`src/rtl/ansi_truecolor_cell_encoder_unit_macros.svh`:
```
// assertion macros for the truecolor cell encoder
// checks are compiled out when SYNTHESIS is defined
`ifndef ANSI_TRUECOLOR_CELL_ENCODER_UNIT_MACROS_SVH
`define ANSI_TRUECOLOR_CELL_ENCODER_UNIT_MACROS_SVH
`ifndef SYNTHESIS
`define ATCE_ASSERT(lbl, prop, msg) \
  lbl: assert property (@(posedge clk) disable iff (!rst_n) prop) else $error(msg);
`define ATCE_ASSERT_IMPL(lbl, ante, cons, msg) \
  lbl: assert property (@(posedge clk) disable iff (!rst_n) (ante) |-> (cons)) \
    else $error(msg);
`else
`define ATCE_ASSERT(lbl, prop, msg)
`define ATCE_ASSERT_IMPL(lbl, ante, cons, msg)
`endif
`endif

```
`src/rtl/atce_pkg.sv`:
```
// types, constants and helpers of the truecolor cell encoder
// no dependencies
`default_nettype none

package atce_pkg;

  typedef enum logic [2:0] {
    ST_IDLE,
    ST_ROW,
    ST_FG,
    ST_BG,
    ST_GLYPH
  } atce_state_t;

  localparam logic [0:0] CFG_COLUMNS = 1'b0;
  localparam logic [0:0] CFG_ROWS    = 1'b1;

  localparam int unsigned CFG_W = 10;
  localparam logic [CFG_W-1:0] COLUMNS_RESET = 10'd80;
  localparam logic [CFG_W-1:0] ROWS_RESET    = 10'd25;
  localparam logic [CFG_W-1:0] MAX_ROWS      = 10'd999;

  localparam logic [7:0] CH_ESC   = 8'h1b;
  localparam logic [7:0] CH_LBRK  = 8'h5b;
  localparam logic [7:0] CH_SEMI  = 8'h3b;
  localparam logic [7:0] CH_ZERO  = 8'h30;
  localparam logic [7:0] CH_ONE   = 8'h31;
  localparam logic [7:0] CH_TWO   = 8'h32;
  localparam logic [7:0] CH_THREE = 8'h33;
  localparam logic [7:0] CH_FOUR  = 8'h34;
  localparam logic [7:0] CH_EIGHT = 8'h38;
  localparam logic [7:0] CH_H     = 8'h48;
  localparam logic [7:0] CH_M     = 8'h6d;
  localparam logic [7:0] CH_SPACE = 8'h20;

  localparam int unsigned POS_W = 5;
  typedef logic [POS_W-1:0] atce_pos_t;

  // cursor sequence ESC [ d d d ; 0 0 1 H
  localparam atce_pos_t POS_ROW_HUND = 5'd2;
  localparam atce_pos_t POS_ROW_TENS = 5'd3;
  localparam atce_pos_t POS_ROW_ONES = 5'd4;
  localparam atce_pos_t POS_ROW_LAST = 5'd9;

  // color sequence ESC [ k 8 ; 2 ; ddd ; ddd ; ddd m
  localparam atce_pos_t POS_RED_HUND = 5'd7;
  localparam atce_pos_t POS_GRN_HUND = 5'd11;
  localparam atce_pos_t POS_BLU_HUND = 5'd15;
  localparam atce_pos_t POS_COL_LAST = 5'd18;

  typedef struct packed {
    logic hund;
    logic tens;
    logic ones;
  } atce_digit_ctl_t;

  // threshold k*100 or k*10 for the shared digit step
  function automatic logic [9:0] dig_thr(input logic hund, input logic [3:0] k);
    logic [9:0] kk;
    kk = {6'd0, k};
    return hund ? 10'(kk * 10'd100) : 10'(kk * 10'd10);
  endfunction

endpackage

`default_nettype wire

```
`src/rtl/atce_cell_if.sv`:
```
// cell request channel of the truecolor cell encoder
// no dependencies
`default_nettype none

interface atce_cell_if;
  logic       valid;
  logic       ready;
  logic [7:0] glyph;
  logic [7:0] fg_red;
  logic [7:0] fg_green;
  logic [7:0] fg_blue;
  logic [7:0] bg_red;
  logic [7:0] bg_green;
  logic [7:0] bg_blue;

  modport source (
    output valid, glyph, fg_red, fg_green, fg_blue, bg_red, bg_green, bg_blue,
    input  ready
  );
  modport sink (
    input  valid, glyph, fg_red, fg_green, fg_blue, bg_red, bg_green, bg_blue,
    output ready
  );
endinterface

`default_nettype wire

```
`src/rtl/atce_byte_if.sv`:
```
// byte stream channel of the truecolor cell encoder
// no dependencies
`default_nettype none

interface atce_byte_if;
  logic       valid;
  logic       ready;
  logic [7:0] out_byte;
  logic       last_of_cell;
  logic       end_of_frame;

  modport source (
    output valid, out_byte, last_of_cell, end_of_frame,
    input  ready
  );
  modport sink (
    input  valid, out_byte, last_of_cell, end_of_frame,
    output ready
  );
endinterface

`default_nettype wire

```
`src/rtl/ansi_truecolor_cell_encoder_unit.sv`:
```
// top level of the truecolor cell encoder: sequencer, digit unit, output register
// depends on atce_pkg, atce_cell_if, atce_byte_if and the assertion macros
//
// usage
// in_cell takes one text cell per request: glyph byte plus foreground and
// background rgb. out_stream gives the terminal bytes of that cell, one per
// request: an optional cursor sequence (10 bytes) at the start of a row, an
// optional foreground and background color sequence (19 bytes each) when the
// color changed, then the glyph with last_of_cell set. end_of_frame marks the
// glyph of the last cell of a frame. cfg_we writes columns (index 0) or rows
// (index 1) from cfg_wdata; the user must write them only while no cell is in
// flight, the block itself does not enforce it. a cell of n bytes (1 to 49) is
// taken while the sequencer is idle, which then gives one byte per cycle with an
// open receiver; one shared compare and subtract unit gives the decimal digits.
// in_cell.ready is high only while the sequencer is idle; the next cell is
// taken while the glyph still waits in the output register.
// a stalled receiver holds the output register and freezes the sequencer.
// synchronous reset restores columns 80, rows 25, clears counters and forgets
// the colors, so the first cell emits cursor and both color sequences.
`default_nettype none
`include "ansi_truecolor_cell_encoder_unit_macros.svh"

module ansi_truecolor_cell_encoder_unit
  import atce_pkg::*;
(
  input  wire logic             clk,
  input  wire logic             rst_n,
  atce_cell_if.sink             in_cell,
  atce_byte_if.source           out_stream,
  input  wire logic             cfg_we,
  input  wire logic [0:0]       cfg_index,
  input  wire logic [CFG_W-1:0] cfg_wdata
);

  atce_state_t      state_r, state_nxt;
  atce_pos_t        pos_r, pos_nxt;
  logic [CFG_W-1:0] columns_r, rows_r;
  logic [23:0]      last_fg_r, last_bg_r;
  logic             known_r;
  logic [9:0]       col_cnt_r, row_cnt_r;
  logic [9:0]       row_num_r;
  logic [7:0]       glyph_r;
  logic             need_fg_r, need_bg_r, eof_r;
  logic [9:0]       rem_r, rem_nxt;
  logic             out_valid_r;
  logic [7:0]       out_byte_r;
  logic             out_loc_r, out_eof_r;

  logic [23:0]      in_fg, in_bg;
  logic             accept, can_emit, emit, seg_last;
  logic             need_row_c, need_fg_c, need_bg_c;
  logic [9:0]       cols, nrows, col_inc, row_inc;
  logic             wrap_col, wrap_row;
  logic [10:0]      row_num_raw;
  logic [9:0]       row_num_c;

  atce_digit_ctl_t  dctl;
  logic [9:0]       dig_src;
  logic [3:0]       digit;
  logic [7:0]       digit_ch;
  logic [23:0]      rgb;
  logic [7:0]       byte_c;
  logic             loc_c, eof_c;

  assign in_fg = {in_cell.fg_red, in_cell.fg_green, in_cell.fg_blue};
  assign in_bg = {in_cell.bg_red, in_cell.bg_green, in_cell.bg_blue};

  assign in_cell.ready = (state_r == ST_IDLE);
  assign accept        = in_cell.valid && in_cell.ready;
  assign can_emit      = !out_valid_r || out_stream.ready;
  assign emit          = (state_r != ST_IDLE) && can_emit;

  assign need_row_c = (col_cnt_r == 10'd0);
  assign need_fg_c  = !known_r || (in_fg != last_fg_r);
  assign need_bg_c  = !known_r || (in_bg != last_bg_r);

  // register limits and frame counters
  assign cols     = (columns_r == 10'd0) ? 10'd1 : columns_r;
  assign nrows    = (rows_r == 10'd0) ? 10'd1 : ((rows_r > MAX_ROWS) ? MAX_ROWS : rows_r);
  assign col_inc  = col_cnt_r + 10'd1;
  assign row_inc  = row_cnt_r + 10'd1;
  assign wrap_col = (col_inc >= cols);
  assign wrap_row = wrap_col && (row_inc >= nrows);

  assign row_num_raw = {1'b0, row_cnt_r} + 11'd1;
  assign row_num_c   = (row_num_raw >= 11'd1000) ? 10'(row_num_raw - 11'd1000)
                                                 : row_num_raw[9:0];

  // segment sequencer
  always_comb begin
    state_nxt = state_r;
    pos_nxt   = pos_r;
    seg_last  = 1'b0;
    unique case (state_r)
      ST_IDLE: begin
        if (accept) begin
          if (need_row_c) state_nxt = ST_ROW;
          else if (need_fg_c) state_nxt = ST_FG;
          else if (need_bg_c) state_nxt = ST_BG;
          else state_nxt = ST_GLYPH;
        end
      end
      ST_ROW: begin
        seg_last = (pos_r == POS_ROW_LAST);
        if (emit && seg_last) begin
          if (need_fg_r) state_nxt = ST_FG;
          else if (need_bg_r) state_nxt = ST_BG;
          else state_nxt = ST_GLYPH;
        end
      end
      ST_FG: begin
        seg_last = (pos_r == POS_COL_LAST);
        if (emit && seg_last) state_nxt = need_bg_r ? ST_BG : ST_GLYPH;
      end
      ST_BG: begin
        seg_last = (pos_r == POS_COL_LAST);
        if (emit && seg_last) state_nxt = ST_GLYPH;
      end
      ST_GLYPH: begin
        seg_last = 1'b1;
        if (emit) state_nxt = ST_IDLE;
      end
      default: state_nxt = ST_IDLE;
    endcase
    if (emit) pos_nxt = seg_last ? '0 : pos_r + 5'd1;
  end

  // digit control and byte selection
  always_comb begin
    dctl    = '0;
    dig_src = rem_r;
    rgb     = (state_r == ST_FG) ? last_fg_r : last_bg_r;
    byte_c  = CH_SPACE;
    loc_c   = 1'b0;
    eof_c   = 1'b0;

    if (state_r == ST_ROW) begin
      dctl.hund = (pos_r == POS_ROW_HUND);
      dctl.tens = (pos_r == POS_ROW_TENS);
      dctl.ones = (pos_r == POS_ROW_ONES);
      if (dctl.hund) dig_src = row_num_r;
    end else if (state_r == ST_FG || state_r == ST_BG) begin
      dctl.hund = (pos_r == POS_RED_HUND) || (pos_r == POS_GRN_HUND) ||
                  (pos_r == POS_BLU_HUND);
      dctl.tens = (pos_r == POS_RED_HUND + 5'd1) || (pos_r == POS_GRN_HUND + 5'd1) ||
                  (pos_r == POS_BLU_HUND + 5'd1);
      dctl.ones = (pos_r == POS_RED_HUND + 5'd2) || (pos_r == POS_GRN_HUND + 5'd2) ||
                  (pos_r == POS_BLU_HUND + 5'd2);
      if (pos_r == POS_RED_HUND) dig_src = {2'b00, rgb[23:16]};
      else if (pos_r == POS_GRN_HUND) dig_src = {2'b00, rgb[15:8]};
      else if (pos_r == POS_BLU_HUND) dig_src = {2'b00, rgb[7:0]};
    end

    // shared digit unit: one compare and subtract step by 100 or 10
    digit = 4'd0;
    if (dctl.ones) begin
      digit = rem_r[3:0];
    end else begin
      for (int k = 1; k <= 9; k++) begin
        if (dig_src >= dig_thr(dctl.hund, 4'(k))) digit = 4'(k);
      end
    end
    rem_nxt  = dig_src - dig_thr(dctl.hund, digit);
    digit_ch = CH_ZERO | {4'd0, digit};

    unique case (state_r)
      ST_ROW: begin
        case (pos_r) inside
          5'd0:                                   byte_c = CH_ESC;
          5'd1:                                   byte_c = CH_LBRK;
          POS_ROW_HUND, POS_ROW_TENS, POS_ROW_ONES: byte_c = digit_ch;
          5'd5:                                   byte_c = CH_SEMI;
          5'd6, 5'd7:                             byte_c = CH_ZERO;
          5'd8:                                   byte_c = CH_ONE;
          POS_ROW_LAST:                           byte_c = CH_H;
          default:                                byte_c = CH_SPACE;
        endcase
      end
      ST_FG, ST_BG: begin
        case (pos_r) inside
          5'd0:                 byte_c = CH_ESC;
          5'd1:                 byte_c = CH_LBRK;
          5'd2:                 byte_c = (state_r == ST_FG) ? CH_THREE : CH_FOUR;
          5'd3:                 byte_c = CH_EIGHT;
          5'd5:                 byte_c = CH_TWO;
          5'd4, 5'd6, 5'd10, 5'd14: byte_c = CH_SEMI;
          POS_COL_LAST:         byte_c = CH_M;
          default:              byte_c = digit_ch;
        endcase
      end
      ST_GLYPH: begin
        byte_c = (glyph_r == 8'd0) ? CH_SPACE : glyph_r;
        loc_c  = 1'b1;
        eof_c  = eof_r;
      end
      default: byte_c = CH_SPACE;
    endcase
  end

  // control and state registers
  always_ff @(posedge clk) begin
    if (!rst_n) begin
      state_r     <= ST_IDLE;
      pos_r       <= '0;
      columns_r   <= COLUMNS_RESET;
      rows_r      <= ROWS_RESET;
      last_fg_r   <= '0;
      last_bg_r   <= '0;
      known_r     <= 1'b0;
      col_cnt_r   <= '0;
      row_cnt_r   <= '0;
      out_valid_r <= 1'b0;
    end else begin
      state_r <= state_nxt;
      pos_r   <= pos_nxt;

      if (cfg_we) begin
        unique case (cfg_index)
          CFG_COLUMNS: columns_r <= cfg_wdata;
          CFG_ROWS:    rows_r    <= cfg_wdata;
        endcase
      end

      if (accept) begin
        if (need_fg_c) last_fg_r <= in_fg;
        if (need_bg_c) last_bg_r <= in_bg;
        known_r   <= !wrap_row;
        col_cnt_r <= wrap_col ? 10'd0 : col_inc;
        if (wrap_col) row_cnt_r <= (row_inc >= nrows) ? 10'd0 : row_inc;
      end

      if (emit) out_valid_r <= 1'b1;
      else if (out_stream.ready) out_valid_r <= 1'b0;
    end
  end

  // payload registers
  always_ff @(posedge clk) begin
    if (accept) begin
      glyph_r   <= in_cell.glyph;
      need_fg_r <= need_fg_c;
      need_bg_r <= need_bg_c;
      eof_r     <= wrap_row;
      row_num_r <= row_num_c;
    end
    if (emit && (dctl.hund || dctl.tens)) rem_r <= rem_nxt;
    if (emit) begin
      out_byte_r <= byte_c;
      out_loc_r  <= loc_c;
      out_eof_r  <= eof_c;
    end
  end

  assign out_stream.valid        = out_valid_r;
  assign out_stream.out_byte     = out_byte_r;
  assign out_stream.last_of_cell = out_loc_r;
  assign out_stream.end_of_frame = out_eof_r;

  `ATCE_ASSERT(a_accept_starts, (accept |=> (state_r != ST_IDLE)), "cell taken but sequencer idle")
  `ATCE_ASSERT(a_glyph_closes, ((emit && state_r == ST_GLYPH) |=> (out_valid_r && out_loc_r)), "glyph byte not marked")
  `ATCE_ASSERT_IMPL(a_eof_on_glyph, out_valid_r && out_eof_r, out_loc_r, "frame end off glyph")
  `ATCE_ASSERT_IMPL(a_ones_digit, emit && dctl.ones, rem_r < 10'd10, "digit remainder too large")

endmodule

`default_nettype wire
```
`src/flat_wrapper.sv`:
```
// flat-port wrapper written by rule: the top's interface ports become plain ports
module ansi_truecolor_cell_encoder_unit_flat import atce_pkg::*;
  (clk, rst_n, cfg_we, cfg_index, cfg_wdata, in_cell_valid, in_cell_glyph, in_cell_fg_red, in_cell_fg_green, in_cell_fg_blue, in_cell_bg_red, in_cell_bg_green, in_cell_bg_blue, in_cell_ready, out_stream_valid, out_stream_out_byte, out_stream_last_of_cell, out_stream_end_of_frame, out_stream_ready);
  atce_cell_if in_cell_i ();
  atce_byte_if out_stream_i ();
  input  wire logic clk;
  input  wire logic rst_n;
  input  wire logic cfg_we;
  input  wire logic [0:0] cfg_index;
  input  wire logic [CFG_W-1:0] cfg_wdata;
  input wire logic [$bits(in_cell_i.valid)-1:0] in_cell_valid;
  input wire logic [$bits(in_cell_i.glyph)-1:0] in_cell_glyph;
  input wire logic [$bits(in_cell_i.fg_red)-1:0] in_cell_fg_red;
  input wire logic [$bits(in_cell_i.fg_green)-1:0] in_cell_fg_green;
  input wire logic [$bits(in_cell_i.fg_blue)-1:0] in_cell_fg_blue;
  input wire logic [$bits(in_cell_i.bg_red)-1:0] in_cell_bg_red;
  input wire logic [$bits(in_cell_i.bg_green)-1:0] in_cell_bg_green;
  input wire logic [$bits(in_cell_i.bg_blue)-1:0] in_cell_bg_blue;
  output wire logic [$bits(in_cell_i.ready)-1:0] in_cell_ready;
  output wire logic [$bits(out_stream_i.valid)-1:0] out_stream_valid;
  output wire logic [$bits(out_stream_i.out_byte)-1:0] out_stream_out_byte;
  output wire logic [$bits(out_stream_i.last_of_cell)-1:0] out_stream_last_of_cell;
  output wire logic [$bits(out_stream_i.end_of_frame)-1:0] out_stream_end_of_frame;
  input wire logic [$bits(out_stream_i.ready)-1:0] out_stream_ready;
  assign in_cell_i.valid = in_cell_valid;
  assign in_cell_i.glyph = in_cell_glyph;
  assign in_cell_i.fg_red = in_cell_fg_red;
  assign in_cell_i.fg_green = in_cell_fg_green;
  assign in_cell_i.fg_blue = in_cell_fg_blue;
  assign in_cell_i.bg_red = in_cell_bg_red;
  assign in_cell_i.bg_green = in_cell_bg_green;
  assign in_cell_i.bg_blue = in_cell_bg_blue;
  assign in_cell_ready = in_cell_i.ready;
  assign out_stream_valid = out_stream_i.valid;
  assign out_stream_out_byte = out_stream_i.out_byte;
  assign out_stream_last_of_cell = out_stream_i.last_of_cell;
  assign out_stream_end_of_frame = out_stream_i.end_of_frame;
  assign out_stream_i.ready = out_stream_ready;
  ansi_truecolor_cell_encoder_unit u_core (.clk(clk), .rst_n(rst_n), .in_cell(in_cell_i), .out_stream(out_stream_i), .cfg_we(cfg_we), .cfg_index(cfg_index), .cfg_wdata(cfg_wdata));
endmodule
```
`config.mk`:
```
export PLATFORM = sky130hd
export DESIGN_NAME = ansi_truecolor_cell_encoder_unit_flat
export DESIGN_NICKNAME = d
export VERILOG_FILES = /design/src/rtl/atce_pkg.sv /design/src/rtl/atce_cell_if.sv /design/src/rtl/atce_byte_if.sv /design/src/rtl/ansi_truecolor_cell_encoder_unit.sv /design/src/flat_wrapper.sv
export VERILOG_INCLUDE_DIRS = /design/src /design/src/rtl
export SDC_FILE = /design/constraint.sdc
export NUM_CORES = 1
export LEC_CHECK = 0
export BUFFER_PORTS_ARGS = -buffer_cell sky130_fd_sc_hd__buf_2
export CORE_MARGIN = 2
export CORE_UTILIZATION = 47
export DETAILED_ROUTE_END_ITERATION = 10
export PLACE_DENSITY = 0.69
export SLEW_MARGIN = 0
export SYNTH_ARGS = -nofsm -noshare
export SYNTH_HDL_FRONTEND = slang
export SYNTH_SLANG_ARGS = --single-unit
export TNS_END_PERCENT = 50
```
`constraint.sdc`:
```
create_clock -name clk -period 7.4 [get_ports clk]
set_input_delay 0.74 -clock clk [delete_from_list [all_inputs] [get_ports clk]]
set_output_delay 0.74 -clock clk [all_outputs]
set_load 0.02 [all_outputs]
```
Word level (Yosys, flattened, before mapping):

Cells that the tools add are included.

* bitwise operators: 1
* reduce and logical (&&, ||, !) cells: 38
* add/sub/neg operators: 6
* magnitude comparators: 13
* eq/ne operators: 29
* mux-type cells: 68
* multiply operators: 2

Operators with widths (number)
* 10-bit 2-to-1 mux: 17
* 8-bit 2-to-1 mux: 14
* 10-bit greater-or-equal comparator: 11
* 3-bit 2-to-1 mux: 17
* 24-bit != test: 2
* 5-bit by 4-bit equality test with 1-bit output (second input constant): 8
* 10-bit zero test: 3
* 9-bit 2-to-1 mux: 3
* 24-bit 2-to-1 mux: 1
* 8-bit one-hot mux with 3 select lines: 1
* 7-bit 2-to-1 mux: 3
* 10-bit by 1-bit adder with 10-bit output (second input constant): 2
* 5-bit by 3-bit equality test with 1-bit output (second input constant): 4
* 5-bit equality test (second input constant): 3
* 3-bit one-hot mux with 5 select lines: 1
* 4-bit 2-to-1 mux: 3
* 10-bit by 1-bit adder with 11-bit output (second input constant): 1
* 11-bit by 10-bit greater-or-equal comparator with 1-bit output (second input constant): 1
* 1-bit logical OR: 11
* 5-bit by 2-bit equality test with 1-bit output (second input constant): 2
* 10-bit greater-than comparator (second input constant): 1
* 2-bit AND reduction: 5
* 10-bit subtractor: 1
* 10-bit subtractor (second input constant): 1
* other kinds (25): 41

* input bits: 72
* logic and storage cells: 176
* output and inout bits: 12
* register bits after elaboration: 139

Depth between registers and ports, before layout:

Gate-level depths: netlist of the first run.

* depth in word-level cells: 26
* depth in mapped cells: 34
* mapped depth without buffers: 31

Worst setup path after synthesis of the first run:

Ideal clock, no wire load.

* path type: register -> register
* start: reg u_core.pos_r[4]
* end: reg u_core.rem_r[9] (data pin)
* setup time: 0.264 ns
* cell stages (with the launch flop): 32
* setup slack: 1.106 ns
* path buffers: 4
* arrival: 6.030 ns
* required time: 7.136 ns
* cell sequence: dfxtp_1 -> buf_2 -> clkbuf_1 -> inv_1 -> ha_1 -> clkbuf_1 -> a21oi_1 -> a2bb2oi_2 -> clkbuf_1 -> inv_1 -> ha_1 -> o21ai_0 -> a211oi_1 -> o211ai_1 -> o221ai_1 -> o311ai_0 -> nor4b_1 -> a21oi_2 -> nor2_1 -> ha_1 -> ha_1 -> inv_1 -> fa_1 -> nor2_1 -> a21oi_1 -> ha_1 -> a21oi_1 -> nor2b_1 -> o21ai_0 -> nand2b_1 -> a21oi_1 -> xor2_1

* longest elaborated chain between the ends: 20
* elaborated cells between the ends (all ways): 52
* those cells by class: add/sub (1); mul (2); order compare (9); eq/ne (8); mux (28); reduce/logical (4)

Ends and longest elaborated chain
* start: declaration: RTL line ansi_truecolor_cell_encoder_unit.sv:36 `atce_pos_t pos_r, pos_nxt;`
* start signal: assignment: RTL line ansi_truecolor_cell_encoder_unit.sv:215 `pos_r <= pos_nxt;`
* 5-bit by 4-bit equality test with 1-bit output, or another cell as far along: RTL line ansi_truecolor_cell_encoder_unit.sv:144, ansi_truecolor_cell_encoder_unit.sv:151
* 10-bit 2-to-1 mux / 1-bit logical OR (equally long branches): RTL line ansi_truecolor_cell_encoder_unit.sv:151, ansi_truecolor_cell_encoder_unit.sv:143
* 10-bit 2-to-1 mux / 1-bit logical OR (equally long branches): RTL line ansi_truecolor_cell_encoder_unit.sv:150, ansi_truecolor_cell_encoder_unit.sv:143
* 10-bit 2-to-1 mux / 3-bit 2-to-1 mux (equally long branches): RTL line ansi_truecolor_cell_encoder_unit.sv:149, ansi_truecolor_cell_encoder_unit.sv:142
* 10-bit 2-to-1 mux / 3-bit 2-to-1 mux (equally long branches): RTL line ansi_truecolor_cell_encoder_unit.sv:142, ansi_truecolor_cell_encoder_unit.sv:137
* 10-bit 2-to-1 mux / 7-bit 2-to-1 mux (equally long branches): RTL line ansi_truecolor_cell_encoder_unit.sv:137, atce_pkg.sv:61
* 10-bit greater-or-equal comparator: RTL line ansi_truecolor_cell_encoder_unit.sv:160 `if (dig_src >= dig_thr(dctl.hund, 4'(k))) digit = 4'(k);`
* 1-bit 2-to-1 mux: RTL line ansi_truecolor_cell_encoder_unit.sv:160
* 2-bit 2-to-1 mux (2 in a row): RTL line ansi_truecolor_cell_encoder_unit.sv:160
* 3-bit 2-to-1 mux (4 in a row): RTL line ansi_truecolor_cell_encoder_unit.sv:160
* 4-bit 2-to-1 mux (2 in a row): RTL line ansi_truecolor_cell_encoder_unit.sv:160
* 4-bit 2-to-1 mux: RTL line ansi_truecolor_cell_encoder_unit.sv:156 `if (dctl.ones) begin`
* 4-bit by 5-bit multiplier with 8-bit output / 4-bit by 3-bit multiplier with 7-bit output (equally long branches): RTL line atce_pkg.sv:61 `return hund ? 10'(kk * 10'd100) : 10'(kk * 10'd10);`
* 10-bit 2-to-1 mux: RTL line atce_pkg.sv:61
* 10-bit subtractor *: RTL line ansi_truecolor_cell_encoder_unit.sv:163 `rem_nxt = dig_src - dig_thr(dctl.hund, digit);`
* net u_core.rem_nxt[9]: RTL line ansi_truecolor_cell_encoder_unit.sv:44 `logic [9:0] rem_r, rem_nxt;`
* end signal: assignment: RTL line ansi_truecolor_cell_encoder_unit.sv:246 `if (emit && (dctl.hund || dctl.tens)) rem_r <= rem_nxt;`
* end: declaration: RTL line ansi_truecolor_cell_encoder_unit.sv:44

Mark *: on every way through the listed nets, which the timed path passes. The rest lies on a longest branch.
A chain may end at the register's enable or synchronous reset.

Final worst setup path of the first run:

* start: reg u_core.pos_r[0]
* end: reg u_core.rem_r[9] (data pin)

The elaborated chain is that of the path after synthesis.

==> results.py, run 1 <==
metrics = {
    "synthesis": {
        "ys_seq_elements": 139,
        "async_flop_share_pct": 0,
        "synth_warnings": 0,
        "synth_nets": 1261,
        "synthesis.area_um2": 9570,
        "synth_edf_count": 41,
        "synthCells": 1125,
        "synth_cell_type_count": 88,
        "ys_seq_area_share_pct": 33.4,
        "syn_area_per_cell_um2": 8.50,
        "ys.flop_type": "dfxtp_1",
    },
    "final_layout": {
        "fin_nets": 1337,
        "areaGrowthSynthToFinish_pct": 14.3,
        "layout-drive-gt1-share_pct": 14.5,
        "insertedDiodeCount": 0,
    },
    "run_status": {
        "status": "finished, final reports clean",
    },
    "place": {
        "io_buffers": 83,
        "gp_congestion": 0.957,
        "place_ws_ns": 0.609,
        "hpwl_mm": 20.3,
    },
    "drt": {
        "firstDrtPassIters": 5,
        "remaining_drc_errors": 0,
        "routed_wl_mm": 27.0,
        "drt-initial-drc-count": 643,
        "ant_nets": 0,
        "wl_per_cell_um": 18.2,
        "vias": 8670,
        "viasPerCell": 5.84,
    },
    "global_routing": {
        "grt_pass1_wl_mm": 43.1,
        "grt_max_degree": 56,
        "antenna_found_initial": 0,
        "track_usage_pct": 24.9,
        "grt_pass1_vias": 8308,
        "grt_remaining_overflow": 0,
    },
    "clock_network": {
        "htreeDepth": 4,
        "clk_pin_slew_ns": 0.06,
        "cts_tree": "done",
        "clk_path_buf_depth": 2,
        "cts-root-buf": "clkbuf_16",
        "numCtsBuffers": 17,
        "clkSinkCount": 139,
        "clk_latency_ns": 0.42,
        "post_cts_resized": 0,
    },
    "worst_setup_path": {
        "crit_family": "compound AO/OA/AOI/OAI gates",
        "cp_data_arrival_time_ns": 6.86,
        "cp-end-kind": "flop",
        "slowest_delay_ns": 0.70,
        "critPathLaunchType": "flop",
        "cp_common_cell": "ha_1",
        "cp_slowest_cell": "a2bb2oi_2",
        "crit_fanout": 15,
        "cp.required_ns": 7.56,
        "path_buf_inv": 1,
        "path_class": "flop to flop",
    },
    "hold_path": {
        "min_path_type": "flop to flop",
    },
    "pwr": {
        "clkPwrFrac_pct": 23.8,
        "switching_share_pct": 40.6,
        "p_per_area_nw_per_um2": 334,
        "cellLeakagePower_nw": 4.44,
        "p_int_w": 0.00217,
        "power_frac_comb_pct": 46.6,
        "p_seq_share_pct": 29.6,
        "irDropWorstVdd_mv": 0.155,
        "p_sw_w": 0.00148,
    },
    "sta": {
        "setup_violations": 0,
        "fin_ws_ns": 0.700,
        "tns_ns": 0,
        "finalMaxSlewViolations": 0,
        "rsz0062_at_grt": "false",
        "hold_violations": 0,
        "max_slew_margin_pct": 27.8,
        "worst_clock_skew_ns": 0.00829,
        "min_period_ns": 6.70,
        "fin_crit_sh_pct": 90.5,
        "worst_pin_slew_ns": 1.07,
        "fmax_ghz": 0.149,
    },
    "floorplan": {
        "fp.coreArea_um2": 20100,
        "ioPinCount": 84,
        "start_util_pct": 47.6,
        "dieArea_um2": 21500,
        "rows": 52,
        "fp.dieW_um": 147,
        "die_h_um": 147,
    },
    "job": {
        "max_cap_viol_count": 0,
    },
}
[synth_stat cells, types with 7 or more instances]
master      n  share of area (%)
o21ai_0    35                1.8
o211ai_1   11               0.86
clkbuf_1   41                1.6
a21o_1     14                1.1
a21oi_1    86                4.5
nand2_1   113                4.4
xnor2_1    39                3.6
buf_2       9               0.47
nor2_1    104                4.1
mux2i_1    59                6.2
nor2b_1    16                1.0
o22ai_1    12               0.78
xor2_1     44                4.0
dfxtp_1    98                 21
nor3_1     22                1.2
nand4_1    22                1.4
nand3_1    38                2.0
a211oi_1   13                1.0
nand2b_1   15               0.98
nor4_1     14               0.92
edfxtp_1   41                 13
ha_1       61                8.0
inv_1      68                2.7
a221oi_1    7               0.64
and2_1      7               0.46
and3_1     11               0.72
or3_1      10               0.65
[per-layer routing]
layer	wire length, um	global-route usage, %
met4	544	7.52
met5	0	0
met3	1500	4.16
met1	12000	32.9
met2	13000	42.0
[state kept, by name, indices dropped and copies added (netlist names)]
signal                          count
u_core.glyph_r                      8
u_core.col_cnt_r                   10
u_core.out_stream.out_byte          8
u_core.last_bg_r                   24
u_core.rem_r                       10
u_core.state_r                      3
u_core.need_bg_r                    1
u_core.out_stream.end_of_frame      1
u_core.out_stream.last_of_cell      1
u_core.row_num_r                   10
u_core.known_r                      1
u_core.out_stream.valid             1
u_core.rows_r                      10
u_core.columns_r                   10
u_core.need_fg_r                    1
u_core.last_fg_r                   24
u_core.pos_r                        5
u_core.row_cnt_r                   10
u_core.eof_r                        1
[path summary, 6_finish.rpt]
path                                     startpoint                  end  slack [ns]  cells after the start
worst max-delay path                u_core.pos_r[0]      u_core.rem_r[9]        0.70                     28
worst min-delay path            u_core.columns_r[0]  u_core.columns_r[0]        0.47                      2
worst max register to register      u_core.pos_r[0]      u_core.rem_r[9]        0.70                     28
worst min register to register  u_core.columns_r[0]  u_core.columns_r[0]        0.47                      2
[final cells by class]
cell class	instances	area, um2
multi-input cells	858	5880
flip-flops and latches	139	3190
clock inverters	10	130
clock buffers	22	469
fillers	1847	9170
inverters	70	265
repair buffers	115	656
well taps	270	338
[power by group through the flow]
stage / logic [W] / registers [W] / clock network [W]
after floorplan: 0.00119 / 0.00109 / 0
final: 0.00170 / 0.00108 / 0.000868
after CTS: 0.00167 / 0.00108 / 0.000877
after global routing: 0.00186 / 0.00109 / 0.000906
after global placement: 0.00165 / 0.00109 / 0
after detailed placement: 0.00165 / 0.00109 / 0
[placed cells by master (no fill, tap or decap), types with 14 or more instances in the layout]
cell type  netlist  final
clkbuf_16        0     18
buf_2            9     83
nor2_1         104    102
ha_1            61     61
nand4_1         22     22
o21ai_0         35     35
nand2_1        113    113
xnor2_1         39     39
nor3_1          22     22
nand3_1         38     38
a21o_1          14     14
a21oi_1         86     86
nor4_1          14     14
nand2b_1        15     15
buf_4            1     32
inv_1           68     67
dfxtp_1         98     98
edfxtp_1        41     41
nor2b_1         16     16
mux2i_1         59     59
xor2_1          44     44
[timing repair]
item | 4_1_cts | 5_1_grt
hold buffers | 0 | 0
buffers inserted | 0 | 4
endpoints found under the setup margin | 0 | 2
[logic make-up after synthesis]
kind of cell	share of synthesized area [%]
muxes	6.64
buffers and inverters	5.28
adders and majority gates	8.84
DFF	33.4
xor gates and xnor gates	7.60
AOI/OAI and AO/OA	17.8
and+or+nand+nor	20.5
[worst reg2reg max path: cells and delay by family, from the launching register on]
family	cells	cell delay, ns
AOI/OAI and AO/OA	10	2.86
xor gates and xnor gates	1	0.11
adders and majority gates	7	1.99
buffers and inverters	1	0.07
DFF	1	0.35
and+or+nand+nor	9	1.05
[stage by stage]
step | instance area (um2) | power [W] | cells | hold slack [ns] | util, %
after floorplan | 9570 | 0.00228 | 1125 | 0.436 | -
after global placement | 10300 | 0.00275 | 1448 | 0.451 | 51.2
after detailed placement | 10300 | 0.00275 | 1448 | 0.453 | 51.2
after CTS | 10900 | 0.00363 | 1480 | 0.462 | 54.2
after global routing | 10900 | 0.00386 | 1484 | 0.484 | 54.4
final | 10900 | 0.00365 | 1484 | 0.465 | 54.4
(Power assumes the default switching activity.)
==> run 2: changes to the inputs <==
--- a/config.mk
+++ b/config.mk
@@ -7,10 +7,12 @@
 export NUM_CORES = 1
 export LEC_CHECK = 0
 export BUFFER_PORTS_ARGS = -buffer_cell sky130_fd_sc_hd__buf_2
+export CELL_PAD_IN_SITES_DETAIL_PLACEMENT = 1
+export CELL_PAD_IN_SITES_GLOBAL_PLACEMENT = 2
 export CORE_MARGIN = 2
-export CORE_UTILIZATION = 47
+export CORE_UTILIZATION = 37
 export DETAILED_ROUTE_END_ITERATION = 10
-export PLACE_DENSITY = 0.69
+export PLACE_DENSITY = 0.85
 export SLEW_MARGIN = 0
 export SYNTH_ARGS = -nofsm -noshare
 export SYNTH_HDL_FRONTEND = slang
==> run 2 against run 1 <==
  * Clock power shrank 7.1%
  * Wire length rose by 13%
  * Power down 0.70%
  * Non-clock buffer count decreased by 1
  * Die area rose by 26%
  * Critical path type unchanged
  * Critical endpoint unchanged
==> results.py, run 2 (synthesis gave the netlist of run 1 again) <==
metrics = {
    "final_layout": {
        "layout_common_cells": "113 x nand2_1, 102 x nor2_1, 98 x dfxtp_1",
        "areaGrowthSynthToFinish_pct": 14.6,
        "finish.utilization_pct": 43.4,
        "fin_nets": 1336,
        "layout-drive-gt1-share_pct": 14.8,
        "insertedDiodeCount": 0,
        "layout_commonest_cell": "nand2_1",
        "fillers": 3053,
        "reg_top3": "u_core.last_bg_r: 24 flops, u_core.last_fg_r: 24 flops",
    },
    "pwr": {
        "cellLeakagePower_nw": 4.41,
        "p_per_area_nw_per_um2": 331,
        "irDropWorstVdd_mv": 0.189,
        "total_power_w": 0.00363,
    },
    "worst_setup_path": {
        "slowest_delay_ns": 0.42,
        "cp_data_arrival_time_ns": 6.79,
        "cp-end-kind": "flop",
        "cp_common_cell": "ha_1",
        "crit_fanout": 7,
        "cp.required_ns": 7.57,
        "path_class": "flop to flop",
        "cp_slowest_cell": "dfxtp_1",
        "critPathLaunchType": "flop",
    },
    "sta": {
        "hold_violations": 0,
        "fin_crit_sh_pct": 89.4,
        "tns_ns": 0,
        "max_slew_margin_pct": 31.2,
        "setup_violations": 0,
        "fmax_ghz": 0.151,
        "fin_ws_ns": 0.781,
        "min_period_ns": 6.62,
        "worst_pin_slew_ns": 1.03,
        "finalMaxSlewViolations": 0,
        "worst_clock_skew_ns": 0.0128,
        "rsz0062_at_grt": "false",
    },
    "clock_network": {
        "hold_buffers": 0,
        "clk_latency_ns": 0.43,
        "clk_path_buf_depth": 2,
        "cts-root-buf": "clkbuf_16",
        "clkSinkCount": 139,
        "clk_pin_slew_ns": 0.06,
        "post_cts_buffers": 0,
        "numCtsBuffers": 17,
        "cts_tree": "done",
        "htreeDepth": 4,
    },
    "floorplan": {
        "start_util_pct": 37.9,
        "ioPinCount": 84,
        "dieArea_um2": 27200,
        "rows": 58,
        "die_h_um": 165,
        "fp.coreArea_um2": 25300,
        "fp.dieW_um": 165,
    },
    "place": {
        "gp_congestion": 0.912,
        "hpwl_mm": 23.5,
        "io_buffers": 83,
        "place_ws_ns": 0.631,
    },
    "drt": {
        "remaining_drc_errors": 0,
        "drt-initial-drc-count": 503,
        "viasPerCell": 5.59,
        "firstDrtPassIters": 6,
        "routed_wl_mm": 30.5,
        "wl_per_cell_um": 19.8,
        "ant_nets": 0,
        "vias": 8623,
    },
    "run_status": {
        "status": "finished, final reports clean",
    },
    "global_routing": {
        "track_usage_pct": 23.2,
        "grt_pass1_wl_mm": 48.6,
        "antenna_found_initial": 0,
        "grt_max_degree": 49,
        "grt_pass1_vias": 8929,
        "grt_remaining_overflow": 0,
    },
    "job": {
        "max_cap_viol_count": 0,
    },
    "hold_path": {
        "min_path_type": "flop to flop",
    },
}
run 2: changes by cell type in the layout (fill, tap and decap cells not counted), moves of 2 or more:
cell        delta
clkinvlp_4     +2
buf_4          -2
clkinv_2       +2
clkbuf_1       -2
bufinv_16      -2
inv_6          +2
run 2: report_power, final:
group / total (W) / leakage (nW) / switching [W] / internal, W
clock: 0.000806 / 0.264 / 0.000371 / 0.000435
combinational: 0.00173 / 2.96 / 0.00105 / 0.000675
sequential: 0.00109 / 1.18 / 0.000123 / 0.000969
total: 0.00363 / 4.41 / 0.00155 / 0.00208
run 2: timing repair:
item,CTS,global route
hold endpoints to repair,0,0
endpoints found under the setup margin,0,1
gates resized for setup,0,2
run 2: area by class of cell:
type                            instances  area, um2  area share, %
Sequential cell                       139       3190           29.1
Clock buffer                           18        429           3.92
Multi-Input combinational cell        858       5890           53.7
Tap cell                              330        413           3.77
Inverter                               70        265           2.42
Clock inverter                         14        110           1.00
Timing Repair Buffer                  114        661           6.03
run 2: worst max-delay path: cells and delay by family, from the launching register on:
family | cells | cell delay [ns]
AO/OA/AOI/OAI | 11 | 2.37
XOR/XNOR | 2 | 0.27
adder cells (fa/ha/maj) | 6 | 1.73
buffers and inverters | 3 | 0.32
flip-flops | 1 | 0.42
multiplexers | 1 | 0.10
AND/OR/NAND/NOR | 5 | 1.14
run 2: path summary, 6_finish.rpt:
kind / slack [ns] / to / cells after the start / start
worst max-delay path: 0.78 / u_core.rem_r[9] / 28 / u_core.pos_r[0]
worst min-delay path: 0.46 / u_core.columns_r[0] / 2 / u_core.columns_r[0]
worst max register to register: 0.78 / u_core.rem_r[9] / 28 / u_core.pos_r[0]
worst min register to register: 0.46 / u_core.columns_r[0] / 2 / u_core.columns_r[0]
run 2: per-stage QoR:
stage / cells / cell area [um2] / hold slack, ns
6_report: 1543 / 11000 / 0.456
3_3_place_gp: 1511 / 10400 / 0.448
3_5_place_dp: 1511 / 10400 / 0.453
5_1_grt: 1543 / 11000 / 0.483
4_1_cts: 1543 / 11000 / 0.461
2_1_floorplan: 1125 / 9570 / 0.436
run 2: routing by layer:
metal	GRT usage, %	share of wire [%]
met1	29.1	45
met2	39.9	48
met3	2.94	3.7
met4	9.72	3.3
met5	0	0
==> run 3: changes to the inputs <==
--- a/config.mk
+++ b/config.mk
@@ -13,6 +13,7 @@
 export CORE_UTILIZATION = 37
 export DETAILED_ROUTE_END_ITERATION = 10
 export PLACE_DENSITY = 0.85
+export RECOVER_POWER = 25
 export SLEW_MARGIN = 0
 export SYNTH_ARGS = -nofsm -noshare
 export SYNTH_HDL_FRONTEND = slang
==> run 3 against run 2 <==
  * Clock skew grew 0.0011 ns
  * Hold slack hardly changed
  * Critical path depth stayed put
  * Core utilization fell by 0.14 points
  * The flow now finishes with violations (capacitance limit, slew limit)
==> results.py, run 3 (synthesis gave the netlist of run 1 again) <==
metrics = {
    "hold_path": {
        "hold_depth": 2,
        "min_path_type": "flop to flop",
    },
    "global_routing": {
        "grt_pass1_wl_mm": 48.6,
        "track_usage_pct": 23.2,
        "grt_pass1_vias": 8929,
        "grt_remaining_overflow": 0,
        "grt_max_degree": 49,
        "antenna_found_initial": 0,
    },
    "clock_network": {
        "htreeDepth": 4,
        "numCtsBuffers": 17,
        "post_cts_buffers": 0,
        "clk_latency_ns": 0.43,
        "clk_path_buf_depth": 2,
        "cts-root-buf": "clkbuf_16",
        "clk_pin_slew_ns": 0.06,
        "cts_tree": "done",
        "clkSinkCount": 139,
    },
    "worst_setup_path": {
        "path_class": "flop to flop",
        "critPathLaunchType": "flop",
        "crit_fanout": 7,
        "cp_common_cell": "ha_1",
        "cp_data_arrival_time_ns": 6.82,
        "cp.required_ns": 7.57,
        "cp_slowest_cell": "dfxtp_1",
        "cp-end-kind": "flop",
        "reg2regPathDepth": 28,
        "slowest_delay_ns": 0.42,
    },
    "pwr": {
        "total_power_w": 0.00361,
        "cellLeakagePower_nw": 4.35,
        "irDropWorstVdd_mv": 0.179,
        "p_per_area_nw_per_um2": 330,
    },
    "floorplan": {
        "fp.coreArea_um2": 25300,
        "fp.dieW_um": 165,
        "ioPinCount": 84,
        "die_h_um": 165,
        "start_util_pct": 37.9,
        "rows": 58,
        "dieArea_um2": 27200,
    },
    "drt": {
        "drt-initial-drc-count": 455,
        "viasPerCell": 5.58,
        "ant_nets": 0,
        "vias": 8609,
        "firstDrtPassIters": 6,
        "remaining_drc_errors": 0,
        "routed_wl_mm": 30.6,
        "wl_per_cell_um": 19.8,
    },
    "place": {
        "io_buffers": 83,
        "place_ws_ns": 0.631,
        "placed_cells": 1511,
        "gp_congestion": 0.912,
        "hpwl_mm": 23.5,
    },
    "sta": {
        "worst_pin_slew_ns": 2.40,
        "rsz0062_at_grt": "false",
        "whs_ns": 0.456,
        "fin_ws_ns": 0.752,
        "setup_violations": 0,
        "finalMaxSlewViolations": 49,
        "tns_ns": 0,
        "worst_clock_skew_ns": 0.0139,
        "max_slew_margin_pct": -60.2,
        "min_period_ns": 6.65,
        "hold_violations": 0,
        "fin_crit_sh_pct": 89.8,
        "fmax_ghz": 0.150,
    },
    "final_layout": {
        "layout_commonest_cell": "nand2_1",
        "layout_common_cells": "113 x nand2_1, 102 x nor2_1, 98 x dfxtp_1",
        "seq_area_um2": 3190,
        "fin_nets": 1336,
        "fillers": 3066,
        "reg_top3": "u_core.last_bg_r: 24 flops, u_core.last_fg_r: 24 flops",
        "insertedDiodeCount": 0,
        "areaGrowthSynthToFinish_pct": 14.2,
        "multi_input_area_um2": 5890,
        "layout-drive-gt1-share_pct": 13.1,
        "final_cells": 1543,
    },
    "job": {
        "max_cap_viol_count": 1,
    },
    "run_status": {
        "violations": "capacitance limit, slew limit",
        "status": "finished with violations",
    },
}
## run 3: cell types whose count changed in the layout (fill, tap and decap cells not counted), moves of 2 or more
cell,delta
and2_1,-2
clkbuf_1,+19
buf_2,-14
buf_4,-5
and2_0,+2
## run 3: worst paths after layout
kind / from / to / slack, ns
min reg2reg: u_core.columns_r[0] / u_core.columns_r[0] / 0.46
min: u_core.columns_r[0] / u_core.columns_r[0] / 0.46
max: u_core.pos_r[0] / u_core.rem_r[9] / 0.75
max reg2reg: u_core.pos_r[0] / u_core.rem_r[9] / 0.75
## run 3: timing repair
item                                    CTS  global route
hold buffers                              0             0
hold endpoints to repair                  0             0
resized for setup                         0             2
endpoints found under the setup margin    0             1
## run 3: where the power goes
group	internal [W]	switching [W]
registers	0.000971	0.000124
logic	0.000658	0.00105
clock network	0.000435	0.000371
## run 3: critical path, delay by kind of cell (launching register included)
kind | cells | cell delay [ns]
compound gates | 11 | 2.38
fa+ha+maj | 6 | 1.73
buf+inv | 3 | 0.32
mux | 1 | 0.10
flops | 1 | 0.42
simple gates | 5 | 1.15
xor+xnor | 2 | 0.27
## run 3: metrics by stage
stage	utilization [%]	area, um2
5_1_grt	43.3	10900
3_5_place_dp	41.2	10400
3_3_place_gp	41.2	10400
6_report	43.3	10900
2_1_floorplan	-	9570
4_1_cts	43.4	11000
## run 3: final cells by class
class / count / share of cell area, %
clock buffers: 18 / 3.93
clock inverters: 14 / 1.01
inverters: 70 / 2.43
multi-input cells: 858 / 53.9
flip-flops and latches: 139 / 29.2
well taps: 330 / 3.78
repair buffers: 114 / 5.72
## run 3: per-layer routing
layer	global-route usage [%]	part of all wire [%]	vias to the layer above
met5	0	0	-
met4	9.72	3.3	0
met3	2.94	3.2	65
met2	39.9	48	170
met1	29.1	45	4176
li1	-	-	4198
